<file path="config.mk">
export PLATFORM = sky130hd
export DESIGN_NAME = srtf_rank
export DESIGN_NICKNAME = d
export VERILOG_FILES = /design/src/hdl/srtf_heap_scheduler_macros.svh /design/src/hdl/srtf_pkg.sv /design/src/hdl/srtf_rank.sv
export SDC_FILE = /design/constraint.sdc
export NUM_CORES = 1
export LEC_CHECK = 0
export BUFFER_PORTS_ARGS = -buffer_cell sky130_fd_sc_hd__buf_4
export CAP_MARGIN = 20
export CORE_AREA = 2 2 61 63
export DETAILED_ROUTE_END_ITERATION = 8
export DIE_AREA = 0 0 63 65
export PLACE_DENSITY = 0.76
export SLEW_MARGIN = 20
export SYNTH_ARGS = -nofsm -noshare
export SYNTH_HDL_FRONTEND = slang
export SYNTH_SLANG_ARGS = --single-unit
</file>
<file path="constraint.sdc">
create_clock -name vclk -period 2.6
set_clock_uncertainty 0.2 [all_clocks]
set_input_delay 0.26 -clock vclk [all_inputs]
set_output_delay 0.26 -clock vclk [all_outputs]
set_load 0.05 [all_outputs]
</file>
<file path="src/hdl/srtf_heap_scheduler_macros.svh">
// Assertion macros shared by the scheduler RTL.
// Included by the files that carry concurrent assertions.
`ifndef SRTF_HEAP_SCHEDULER_MACROS_SVH
`define SRTF_HEAP_SCHEDULER_MACROS_SVH
// Same-cycle implication, sampled on the rising clock edge, off during reset.
`define SRTF_ASSERT_IMPL(lbl, ante, cons, msg) \
  lbl: assert property (@(posedge clk_i) disable iff (!rst_ni) (ante) |-> (cons)) \
    else $error(msg);
// Next-cycle implication.
`define SRTF_ASSERT_NEXT(lbl, ante, cons, msg) \
  lbl: assert property (@(posedge clk_i) disable iff (!rst_ni) (ante) |=> (cons)) \
    else $error(msg);
`endif

</file>
<file path="src/hdl/srtf_pkg.sv">
// Types and constants of the SRTF heap scheduler.
// No dependencies; imported by every module of the block.
`timescale 1ns / 1ps
package srtf_pkg;
  localparam int unsigned HeapDepthDef = 128;
  localparam logic [47:0] WaitMax = 48'hFFFF_FFFF_FFFF;

  typedef enum logic [1:0] {
    KIND_ACCEPT = 2'd0,
    KIND_DROP   = 2'd1,
    KIND_RUN    = 2'd2,
    KIND_IDLE   = 2'd3
  } kind_e;

  localparam logic ModeArrival = 1'b0;
  localparam logic ModeTick    = 1'b1;

  typedef struct packed {
    logic [15:0] id;
    logic [31:0] arr;
    logic [15:0] full;
    logic [15:0] rem;
  } entry_t;
endpackage

</file>
<file path="src/hdl/srtf_rank.sv">
// Shared priority compare: remaining length first, then job id.
// Depends on srtf_pkg for the entry record.
`timescale 1ns / 1ps
module srtf_rank import srtf_pkg::*; (
  input  entry_t a_i,
  input  entry_t b_i,
  output logic   a_first_o
);
  always_comb begin
    if (a_i.rem != b_i.rem) begin
      a_first_o = a_i.rem < b_i.rem;
    end else begin
      a_first_o = a_i.id < b_i.id;
    end
  end
endmodule
</file>
==> impl_metrics.csv <==
group,metric,value,unit
outcome,status,"finished, final reports clean",
power_and_ir_drop,p_sw_share,39.8,%
routing,wirelength,2230,µm
placement,place_congestion,0.854,
power_and_ir_drop,p_leak,0.824,nW
sta,slew_headroom,66.8,%
routing,first_pass_iters,4,
sta,fin_tns_setup,0,ps
sta,period_needed,2560,ps
synth,synthDistinctLibCells,21,
cells_and_area,diodes,0,
power_and_ir_drop,p_int,0.121,mW
setup_path,crit_arrival,2100,ps
cells_and_area,nets,370,
die,die_h,65,µm
synth,avgSynthCellArea,7.23,µm²
cells_and_area,syn_to_final_growth,85.1,%
placement,place_hpwl,2100,µm
cells_and_area,final_cell_mix,"65 x buf_4, 28 x inv_1, 28 x ha_1, 7 x a21oi_1",
cells_and_area,clockBufferCount,0,
setup_path,crit_start,"a_i[10]",
power_and_ir_drop,seq_power_share,0,%
global_route,grt_start_max_net_pins,4,
routing,via_count,949,
flow_run,cap_violations,0,
placement,dpl_cell_area,1360,µm²
setup_path,critPathMaxFanout,2,
worst_hold_path,hold_path.class,"input pin to output pin",
sta,setup_viol,0,
global_route,antenna_found_initial,0,
sta,rsz0062_at_grt,"yes",
die,die-width,63,µm
die,rows,22,
setup_path,worstSetupEndpointType,"output pin",
routing,wl_per_cell,9.91,µm
die,floorplan.initialDensity,22.1,%
power_and_ir_drop,clockPowerShare,0,%
die,dieArea,4100,µm²
routing,drtIter0Drc,13,
synth,ys_seq_area_share,0,%
cells_and_area,multiInputGateArea,708,µm²
routing,ant_nets,0,
global_route,gr-usage-all-layers,10.2,%
cells_and_area,fillers,367,
cells_and_area,seq_cells,0,
cells_and_area,drive_gt1_share,45.2,%
sta,post-route-period-util,98.5,%
power_and_ir_drop,p_sw,0.0800,mW
sta,tightest_slew,486,ps
setup_path,crit_path_end,"a_first_o",
die,coreArea,3500,µm²
synth,ys_warn_count,0,
sta,hold_viol,0,
sta,final_max_slew_viol_count,0,
routing,viasPerCell,4.22,
cells_and_area,final_common_cell,"buf_4",
global_route,grt.overflow.total,0,
cells_and_area,final_area,1430,µm²
routing,route.detailed.drc,0,
cells_and_area,seq_area,0,µm²
global_route,grt_pass1_vias,871,
power_and_ir_drop,p_comb_share,100.0,%
power_and_ir_drop,powerDensity,140,nW/µm²
synth,synthCells,107,
global_route,grt_pass1_wl,3510,µm
setup_path,crit_type,"input pin to output pin",
die,io_pins,161,
power_and_ir_drop,peakVddDrop,59.8,µV
setup_path,crit_path_start_kind,"input pin",
synth,syn_area,773,µm²
setup_path,required,2140,ps
sta,fmax,390,MHz
placement,io_buffers,65,
synth,synth_nets,298,
[logic make-up (layout without fill, tap and decap cells)]
| family | Yosys count | count (layout) | synth area share, % |
|---|---|---|---|
| adder cells (fa/ha/maj) | 31 | 31 | 50.2 |
| buffers and inverters | 31 | 101 | 15.0 |
| AO/OA/AOI/OAI | 23 | 23 | 19.9 |
| AND/OR/NAND/NOR | 22 | 22 | 14.9 |
[worst min path at each step]
stage	from	to	cells past startpoint
floorplan	a_i[15]	a_first_o	4
finish	a_i[15]	a_first_o	6
global placement	a_i[15]	a_first_o	6
global route	a_i[15]	a_first_o	6
detailed placement	a_i[15]	a_first_o	6
CTS	a_i[15]	a_first_o	6
[final cells by class]
class              count  area share [%]
inverters             31            8.30
multi-input cells     76            49.5
well taps             48            4.20
repair buffers        70            38.0
[critical path: stages]
cell and delay [ps]:
buf_4 120, ha_4 250, nand4_1 110, or4_4 530
a2111o_1 280, a311o_1 300, o21ai_2 70, buf_6 170
[per-stage QoR]
step                total power [mW]  setup WS (ps)  hold slack (ps)  util [%]  cells
detailed placement             0.189          -98.3              897      38.8    224
global route                   0.227          -28.3              917      40.9    225
global placement               0.185           -102              900      38.8    224
floorplan                     0.0868            125              745         -    107
finish                         0.201           38.1              874      40.9    225
CTS                            0.196          0.876              866      39.9    225
[power groups by stage]
stage               clock network, mW  logic, mW  registers (mW)
finish                              0      0.201               0
global route                        0      0.227               0
CTS                                 0      0.196               0
detailed placement                  0      0.189               0
global placement                    0      0.185               0
floorplan                           0     0.0868               0
[cells in the mapped netlist (all sizes together)]
library cell	instances	area, µm²
a2111o	1	11.3
a211oi	2	15.0
nor3	1	5.00
a311o	1	10.0
a21oi	7	35.0
o21ai	5	25.0
nand3	2	10.0
o2111ai	1	8.76
nor2	5	18.8
inv	31	116
or4	1	7.51
ha	31	388
a2111oi	2	17.5
and2b	1	8.76
a21o	2	15.0
nor4	1	6.26
nand2b	2	12.5
nand2	4	15.0
nand4	5	31.3
a221oi	1	8.76
o21a	1	7.51
[repair_timing]
action,CTS,global route
hold buffers,0,0
gates resized for setup,4,10
endpoints found under the setup margin,1,1
hold endpoints to repair,0,0
setup buffers,1,0
pin swaps,2,0
[per-layer routing]
layer,wire length (µm),GRT usage [%]
met1,1130,15.7
met2,948,16.5
met3,149,0.521
met4,0,0
met5,0,0
No activity file was read; power rests on OpenSTA's default activity.
